## src/rtl/assert_macros.svh

```systemverilog
// Assertion macros shared by the RTL
`ifndef ASSERT_MACROS_SVH
`define ASSERT_MACROS_SVH

// Check a property at every rising clock edge outside reset
`define ASSERT_CLK(label, clk, rst, prop, msg) \
   label: assert property (@(posedge clk) disable iff (rst) (prop)) else $error(msg);

// Check that an antecedent is followed by a consequent in the next cycle
`define ASSERT_NEXT(label, clk, rst, ante, cons, msg) \
   label: assert property (@(posedge clk) disable iff (rst) (ante) |=> (cons)) \
      else $error(msg);

`endif

```

## src/rtl/kfmm_pkg.sv

```systemverilog
package kfmm_pkg;

   localparam int TABLE_SLOTS = 64;
   localparam int KEY_BITS    = 32;
   localparam int COUNT_BITS  = 32;
   localparam int WORD_BITS   = 32;

   localparam logic [COUNT_BITS-1:0] COUNT_MAX = {COUNT_BITS{1'b1}};
   localparam logic [COUNT_BITS-1:0] COUNT_ONE = COUNT_BITS'(1);

   typedef enum logic {
      CMD_INC = 1'b0,
      CMD_DEC = 1'b1
   } kfmm_cmd_type;

   typedef struct packed {
      kfmm_cmd_type         cmd;
      logic [WORD_BITS-1:0] key;
   } kfmm_req_type;

   typedef struct packed {
      logic [WORD_BITS-1:0] max_key;
      logic [WORD_BITS-1:0] min_key;
      logic                 is_empty;
      logic                 table_full;
   } kfmm_rsp_type;

   typedef struct packed {
      kfmm_cmd_type        cmd;
      logic [KEY_BITS-1:0] key;
   } kfmm_bcast_type;

   typedef struct packed {
      logic                  active;
      logic                  insert;
      logic                  any;
      logic [COUNT_BITS-1:0] max_count;
      logic [KEY_BITS-1:0]   max_key;
      logic [COUNT_BITS-1:0] min_count;
      logic [KEY_BITS-1:0]   min_key;
   } kfmm_wave_type;

endpackage

```

## src/rtl/kfmm_cell.sv

```systemverilog
module kfmm_cell
   import kfmm_pkg::*;
(
   input  logic           clock,
   input  logic           reset,
   input  kfmm_bcast_type bcast,
   input  kfmm_wave_type  wave_in,
   output kfmm_wave_type  wave_out,
   output logic           hit
);

   logic                  valid_ff, valid_in;
   logic [KEY_BITS-1:0]   key_ff, key_in;
   logic [COUNT_BITS-1:0] count_ff, count_in;
   logic                  hit_ff;
   kfmm_wave_type         wave_ff, wave_in_next;

   always_comb begin
      valid_in = valid_ff;
      key_in   = key_ff;
      count_in = count_ff;
      wave_in_next = wave_in;
      if (hit_ff) begin
         unique case (bcast.cmd)
            CMD_INC: begin
               if (count_ff != COUNT_MAX) begin
                  count_in = count_ff + COUNT_ONE;
               end
            end
            CMD_DEC: begin
               if (count_ff <= COUNT_ONE) begin
                  valid_in = 1'b0;
                  count_in = '0;
               end else begin
                  count_in = count_ff - COUNT_ONE;
               end
            end
            default: begin
               valid_in = valid_ff;
            end
         endcase
      end else if (wave_in.insert && !valid_ff) begin
         valid_in = 1'b1;
         key_in   = bcast.key;
         count_in = COUNT_ONE;
         wave_in_next.insert = 1'b0;
      end
      if (valid_in) begin
         if (!wave_in.any || count_in > wave_in.max_count) begin
            wave_in_next.max_count = count_in;
            wave_in_next.max_key   = key_in;
         end
         if (!wave_in.any || count_in < wave_in.min_count) begin
            wave_in_next.min_count = count_in;
            wave_in_next.min_key   = key_in;
         end
         wave_in_next.any = 1'b1;
      end
   end

   always_ff @(posedge clock) begin
      if (reset) begin
         valid_ff       <= 1'b0;
         count_ff       <= '0;
         hit_ff         <= 1'b0;
         wave_ff.active <= 1'b0;
      end else begin
         hit_ff  <= valid_ff && (key_ff == bcast.key);
         wave_ff <= wave_in_next;
         if (wave_in.active) begin
            valid_ff <= valid_in;
            count_ff <= count_in;
         end
      end
   end

   always_ff @(posedge clock) begin
      if (wave_in.active) begin
         key_ff <= key_in;
      end
   end

   assign wave_out = wave_ff;
   assign hit      = hit_ff;

endmodule

```

## config.mk

```make
export PLATFORM = sky130hd
export DESIGN_NAME = kfmm_cell
export DESIGN_NICKNAME = d
export VERILOG_FILES = /design/src/rtl/assert_macros.svh /design/src/rtl/kfmm_pkg.sv /design/src/rtl/kfmm_cell.sv
export SDC_FILE = /design/constraint.sdc
export NUM_CORES = 1
export LEC_CHECK = 0
export BUFFER_PORTS_ARGS = -buffer_cell sky130_fd_sc_hd__buf_2
export CAP_MARGIN = 0
export CORE_ASPECT_RATIO = 2
export CORE_MARGIN = 4
export CORE_UTILIZATION = 55
export CTS_CLUSTER_DIAMETER = 200
export DETAILED_ROUTE_END_ITERATION = 8
export PLACE_DENSITY = 0.82
export SYNTH_ARGS = -nofsm -noshare
export SYNTH_HDL_FRONTEND = slang
export SYNTH_SLANG_ARGS = --single-unit
```

## constraint.sdc

```tcl
create_clock -name clock -period 5.85 [get_ports clock]
set_input_delay 0.585 -clock clock [delete_from_list [all_inputs] [get_ports clock]]
set_output_delay 0.585 -clock clock [all_outputs]
set_load 0.05 [all_outputs]
```

# [Yosys cells after proc, flatten, opt, wreduce, memory -nomap -nowiden]
# Cells that the tools add are included.
[totals] in_bits=166 reg_bits=197
[op_classes] magnitude_cmp=3 mux=16 n_eq_ne=2 n_bitwise=1 n_addsub=2 reduce_logical=6
[ops] cell="$mux 32" count=6
[ops] cell="$mux 128" count=1
[ops] cell="$mux 64" count=2
[ops] cell="$pmux 32 s2" count=1
[ops] cell="$add 32x1->32 const B" count=1
[ops] cell="$eq 32x32->1" count=1
[ops] cell="$gt 32x32->1" count=1
[ops] cell="$le 32x1->1 const B" count=1
[ops] cell="$lt 32x32->1" count=1
[ops] cell="$ne 32x32->1 const B" count=1
[ops] cell="$sub 32x1->32 const B" count=1
[ops] cell="$mux 1" count=6
[ops] cell="$logic_and 1x1->1" count=2
[ops] cell="$logic_not 1->1" count=2
[ops] cell="$logic_or 1x1->1" count=2
[ops] cell="$not 1->1" count=1

# [Depth between registers and ports, before layout]
# Gate-level depths: netlist of run 1.
[depth] ltp_word=8 depth_mapped=19

# [Worst setup path before layout of run 1]
# No wires, ideal clock.
[synth_path] path_type="register to register" start="reg count_ff[0]" end="reg wave_ff (netlist bit wave_out[118]), data pin" path_buffers=2 setup_ns=0.260 t_arrival_ns=4.847 path_stages_with_launch=18 path_slack_ns=0.743 required_time_ns=5.590 path_cell_list="dfxtp_1 > clkbuf_1 > inv_1 > ha_1 > nor3b_2 > nand3_1 > or2_1 > or3_1 > and4_1 > or4_4 > ha_1 > nand3_1 > or3_1 > nor3_2 > o21ai_0 > a221oi_2 > buf_6 > mux2_2"
[synth_rtl] item="start, declared" line="kfmm_cell.sv:14" rtl="logic [COUNT_BITS-1:0] count_ff, count_in;"
[synth_rtl] item="start signal, assigned" line="kfmm_cell.sv:72" rtl="count_ff <= count_in;"
[synth_rtl] item="end signal, assigned" line="kfmm_cell.sv:69" rtl="wave_ff <= wave_in_next;"
[synth_rtl] item="end, declared" line="kfmm_cell.sv:16" rtl="kfmm_wave_type wave_ff, wave_in_next;"

==> impl_metrics.ini, run 1 <==
[status]
outcome = completed

[layout]
final_cell_mix = buf_2 (297), edfxtp_1 (162), nand2_1 (140), nor2_1 (77), inv_1 (72)
num-nets-final = 1728
multi_input_area_mm2 = 0.00631
fillers = 1663
final-seq-area_mm2 = 0.00557
final_common_cell = buf_2
area_delta_synth_final_pct = 21.1
drive_above_1_share_pct = 33.1

[floorplanning]
die_x_um = 114
core.rowCount = 77
num_io_pins = 298
dieArea_mm2 = 0.0253
start_util_pct = 56.1
die_y_um = 221
core_area_mm2 = 0.0223

[global_route]
gr-total-overflow = 0
grt_pass1_wl_mm = 66.5
first_global_vias = 11988
grt_use_total_pct = 34.5
grt_max_degree = 67
grt_antenna_before_repair = 2

[power_and_ir_drop]
ir_drop_mv = 0.288
power_density_mw_per_mm2 = 263
power.leakage_nw = 6.63

[timing]
hold_viol_final = 0
final.setup_skew_ns = 0.0130
tightest_slew_ns = 1.03
timing.final.ws_setup_ns = 0.147
grt_setup_unrepaired = false
min_period_ns = 5.70
finalSetupTns_ns = 0
final.period_utilization_pct = 97.5
relSlewSlack_pct = 30.6
maxSlewViolCount = 0
finalSetupViolCount = 0
fmax_ghz = 0.175

[place]
gp_congestion = 1.04
detailed_place_hpwl_mm = 33.2
port_buffers = 297
dpl_worst_slack_ns = 0.186

[cts]
cts_buffers = 17
htreeDepth = 4
clk_latency_ns = 0.47
cts_tree = yes
clockRootBuffer = clkbuf_16
path_clk_slew_ns = 0.08
cts_setup_buffers = 0
cts_buffer_depth = 2
cts_resized = 0
clock_sinks = 197
cts-hold-fix-buffers = 0

[hold_path]
worstHoldPathType = in -> reg
min_from = wave_in[25]

[synthesis]
yosysWarnings = 0
postSynth.asyncResetShare_pct = 0
syn_area_mm2 = 0.0125
ys_seq_area_share_pct = 44.6
synth_edf_count = 162
synth_nets = 1425
ys_seq_elements = 197
synth-main-ff-cell = edfxtp_1
yosys.cell_types.count = 82
syn_area_per_cell_um2 = 10.5
syn_inst = 1193

[worst_setup_path]
path_max_fanout = 53
critPathMaxStageDelay_ns = 0.61
cp_slowest_cell = o41a_1
crit_path_start = count_ff[0]$_SDFFE_PP0P_
start_kind = flop
critPathCaptureType = flop
critPathRequiredTime_ns = 6.06
r2r_start = count_ff[0]$_SDFFE_PP0P_
path_cells = inv_1 > ha_1 > o211ai_1 > o41a_1 > buf_4 > a22o_1 > nand2_1 > o21ai_0 > buf_4 > ha_1 > a2111oi_0 > a211oi_1 > o21ai_0 > a221oi_4 > buf_12 > mux2_2
cp.arrival_ns = 5.92
critical_path_class = reg -> reg

[route]
route.detailed.drc = 0
vias = 11219
initialDrtViolationCount = 834
finalWirelength_mm = 43.4
dr.pass1.iters = 7
via_per_inst = 6.28
avgRoutedWirePerCell_um = 24.3
ant_nets = 0

[flow_run]
cap_violations = 0
logic make-up (layout without fill, tap and decap cells):
kind of cell | Yosys count | count (layout) | share of synthesized area [%]
AND/OR/NAND/NOR | 416 | 416 | 17.4
XOR/XNOR | 40 | 40 | 2.81
AO/OA/AOI/OAI | 193 | 193 | 11.1
adder cells (fa/ha/maj) | 66 | 66 | 6.62
multiplexers | 136 | 136 | 12.2
buffers and inverters | 145 | 461 | 5.35
other | 0 | 1 | 0
flip-flops | 197 | 197 | 44.6
worst paths after layout:
| path | slack (ns) | end | cells after the start |
|---|---|---|---|
| setup reg to reg | 0.15 | wave_out[89]$_DFFE_PN_ | 16 |
| hold / removal | 0.40 | wave_out[25]$_DFFE_PN_ | 2 |
| setup / recovery | 0.15 | wave_out[89]$_DFFE_PN_ | 16 |
| hold reg to reg | 0.59 | count_ff[9]$_SDFFE_PP0P_ | 2 |
through the flow:
step | cell area [um2] | instances | hold slack (ns) | util (%) | total power, mW
2_1_floorplan | 12500 | 1193 | 0.499 | - | 2.41
3_3_place_gp | 14400 | 1753 | 0.567 | 64.9 | 2.69
3_5_place_dp | 14400 | 1753 | 0.561 | 64.9 | 2.72
4_1_cts | 15100 | 1785 | 0.387 | 67.7 | 3.97
5_1_grt | 15100 | 1786 | 0.398 | 67.9 | 4.10
6_report | 15100 | 1786 | 0.402 | 67.9 | 3.98
routing by layer:
layer	track usage [%]	wire (um)	vias to the layer above
li1	-	-	5059
met1	33.6	13400	5377
met2	62.4	23300	602
met3	7.49	3140	181
met4	24.2	3550	0
met5	0	0	-
cell usage after synthesis, types with 13 or more instances:
master    count  share of area (%)
nand4_1      29                1.5
nor4_1       20                1.0
and4_1       14               0.98
nor3_1       31                1.2
a211oi_1     14               0.84
xnor2_1      22                1.5
nor2_1       77                2.3
inv_1        73                2.2
buf_2        17               0.68
nand2_1     140                4.2
buf_6        13                1.2
a31oi_1      15               0.75
nand3_1      33                1.3
mux2_2       68                6.1
edfxtp_1    162                 39
mux2_1       60                5.4
a21oi_1      34                1.4
clkbuf_1     41                1.2
dfxtp_1      35                5.6
o21ai_0      28                1.1
o21a_1       17                1.0
ha_1         66                6.6
xor2_1       18                1.3
area by class of cell:
class                           instances  share of cell area, %
Clock buffer                           17                   2.82
Sequential cell                       197                   36.8
Inverter                               73                   1.83
Tap cell                              276                   2.29
Timing Repair Buffer                  356                   13.2
Clock inverter                         15                   1.26
Antenna cell                            1                 0.0166
Multi-Input combinational cell        851                   41.8
worst max-delay path: cells and delay by family, from the launching register on:
kind | cells | cell delay, ns
muxes | 1 | 0.39
AOI/OAI and AO/OA | 8 | 2.96
DFF | 1 | 0.55
buffers and inverters | 4 | 0.99
and+or+nand+nor | 1 | 0.05
adders and majority gates | 2 | 0.44
registers in the layout (all words and copies together), names as in the netlist:
name / count
wave_out: 131
count_ff: 32
key_ff: 32
hit: 1
valid_ff: 1
power breakdown:
group	total, mW	switching [mW]	internal (mW)
registers	1.72	0.0610	1.65
logic	0.993	0.674	0.319
clock network	1.27	0.585	0.684
total	3.98	1.32	2.66
(Power assumes the default switching activity.)
==> run 2, diff against run 1 <==
- GPL_ROUTABILITY_DRIVEN: unset -> 0
- clock period: 5.85 -> 5.8 ns (I/O delays scaled with it)
==> impl_metrics.ini, run 2 (same netlist as run 1, synthesis figures left out) <==
[worst_setup_path]
cp.arrival_ns = 5.88
critPathRequiredTime_ns = 6.01
critical_path_class = reg -> reg
start_kind = flop
path_max_fanout = 64
critPathCaptureType = flop

[hold_path]
worstHoldPathType = in -> reg

[global_route]
grt_pass1_wl_mm = 63.8
grt_max_degree = 68
gr-total-overflow = 0
first_global_vias = 11970
grt_antenna_before_repair = 3
grt_use_total_pct = 32.7

[timing]
hold_viol_final = 0
fmax_ghz = 0.176
maxSlewViolCount = 0
finalSetupViolCount = 0
min_period_ns = 5.68
relSlewSlack_pct = 27.7
tightest_slew_ns = 1.07
fin_hold_ws_ns = 0.402
final.period_utilization_pct = 97.9
timing.final.ws_setup_ns = 0.125
final.setup_skew_ns = 0.0109
grt_setup_unrepaired = true

[floorplanning]
num_io_pins = 298
start_util_pct = 56.1
core_area_mm2 = 0.0223
die_x_um = 114
dieArea_mm2 = 0.0253
die_y_um = 221
core.rowCount = 77

[route]
via_per_inst = 6.35
avgRoutedWirePerCell_um = 23.3
finalWirelength_mm = 41.4
vias = 11278
ant_nets = 0
initialDrtViolationCount = 841
route.detailed.drc = 0
dr.pass1.iters = 8

[layout]
multi_input_area_mm2 = 0.00633
final-seq-area_mm2 = 0.00557
final_cell_mix = buf_2 (297), edfxtp_1 (162), nand2_1 (140), nor2_1 (77), inv_1 (72)
fillers = 1684
final_common_cell = buf_2
drive_above_1_share_pct = 32.5
num-nets-final = 1716
largest_reg_flops = 131
area_delta_synth_final_pct = 19.7

[status]
outcome = completed

[place]
port_buffers = 297
detailed_place_hpwl_mm = 31.2
dpl_worst_slack_ns = 0.100

[flow_run]
cap_violations = 0

[cts]
clockRootBuffer = clkbuf_16
path_clk_slew_ns = 0.08
clk_latency_ns = 0.46
clock_sinks = 197
cts_tree = yes
htreeDepth = 4
cts_buffer_depth = 2
cts_buffers = 17

[power_and_ir_drop]
power_density_mw_per_mm2 = 256
ir_drop_mv = 0.234
power.leakage_nw = 6.56
-- run 2: cell count changes in the layout (fill, tap and decap cells not counted), sizes merged --
| cell | before | now |
|---|---|---|
| buf | 356 | 344 |
| clkinv | 2 | 6 |
| bufinv | 3 | 0 |
| clkbuf | 17 | 19 |
| clkinvlp | 4 | 2 |
| diode | 1 | 2 |
| inv | 79 | 78 |
-- run 2: what timing repair did --
action                     CTS  global route
resized for setup            0            11
setup buffers                0             3
hold buffers                 0             0
setup endpoints to repair    0           128
-- run 2: where the power goes --
| group | switching [mW] | internal [mW] | total (mW) |
|---|---|---|---|
| clock | 0.568 | 0.556 | 1.12 |
| combinational | 0.662 | 0.312 | 0.974 |
| sequential | 0.0636 | 1.67 | 1.73 |
-- run 2: path summary, 6_finish.rpt --
| check | startpoint | end | slack, ns | cells after the start |
|---|---|---|---|---|
| setup / recovery | count_ff[12]$_SDFFE_PP0P_ | wave_out[92]$_DFFE_PN_ | 0.12 | 13 |
| hold / removal | wave_in[6] | wave_out[6]$_DFFE_PN_ | 0.40 | 2 |
| setup reg to reg | count_ff[12]$_SDFFE_PP0P_ | wave_out[92]$_DFFE_PN_ | 0.12 | 13 |
| hold reg to reg | count_ff[0]$_SDFFE_PP0P_ | count_ff[0]$_SDFFE_PP0P_ | 0.58 | 2 |
-- run 2: critical path, stage by stage (launching register included) --
cell and delay (ns):
dfxtp_1 0.58, nand4_2 0.37, or2_2 0.52, o311ai_1 0.45, mux2i_1 0.17, or4b_1 0.63, ha_1 0.34, nand4_1 0.13
or3_1 0.42, nor3_2 0.31, o21ai_0 0.25, a221oi_4 0.36, buf_12 0.34, mux2_2 0.40
-- run 2: cell type report --
cell class,instances,area share (%)
multi-input combinational,851,42.4
sequential,197,37.3
timing repair buffer,344,12.6
clock buffer,19,2.90
tap,276,2.31
inverter,73,1.85
clock inverter,13,0.670
antenna,2,0.0335
-- run 2: metrics by stage --
step	power, mW	std cells	area (um2)	utilization [%]	TNS [ns]
2_1_floorplan	2.43	1193	12500	-	0
3_3_place_gp	2.69	1738	14300	64.3	0
3_5_place_dp	2.72	1738	14300	64.3	0
4_1_cts	3.83	1770	14800	66.7	0
5_1_grt	3.97	1775	14900	67.1	-0.764
6_report	3.83	1775	14900	67.1	0
-- run 2: routing by layer --
metal,vias to the layer above,GRT usage [%],wire length [um]
met5,-,0,0
met3,228,8.53,3710
met1,5278,30.6,12400
li1,5037,-,-
met4,0,25.5,3610
met2,735,58.2,21700
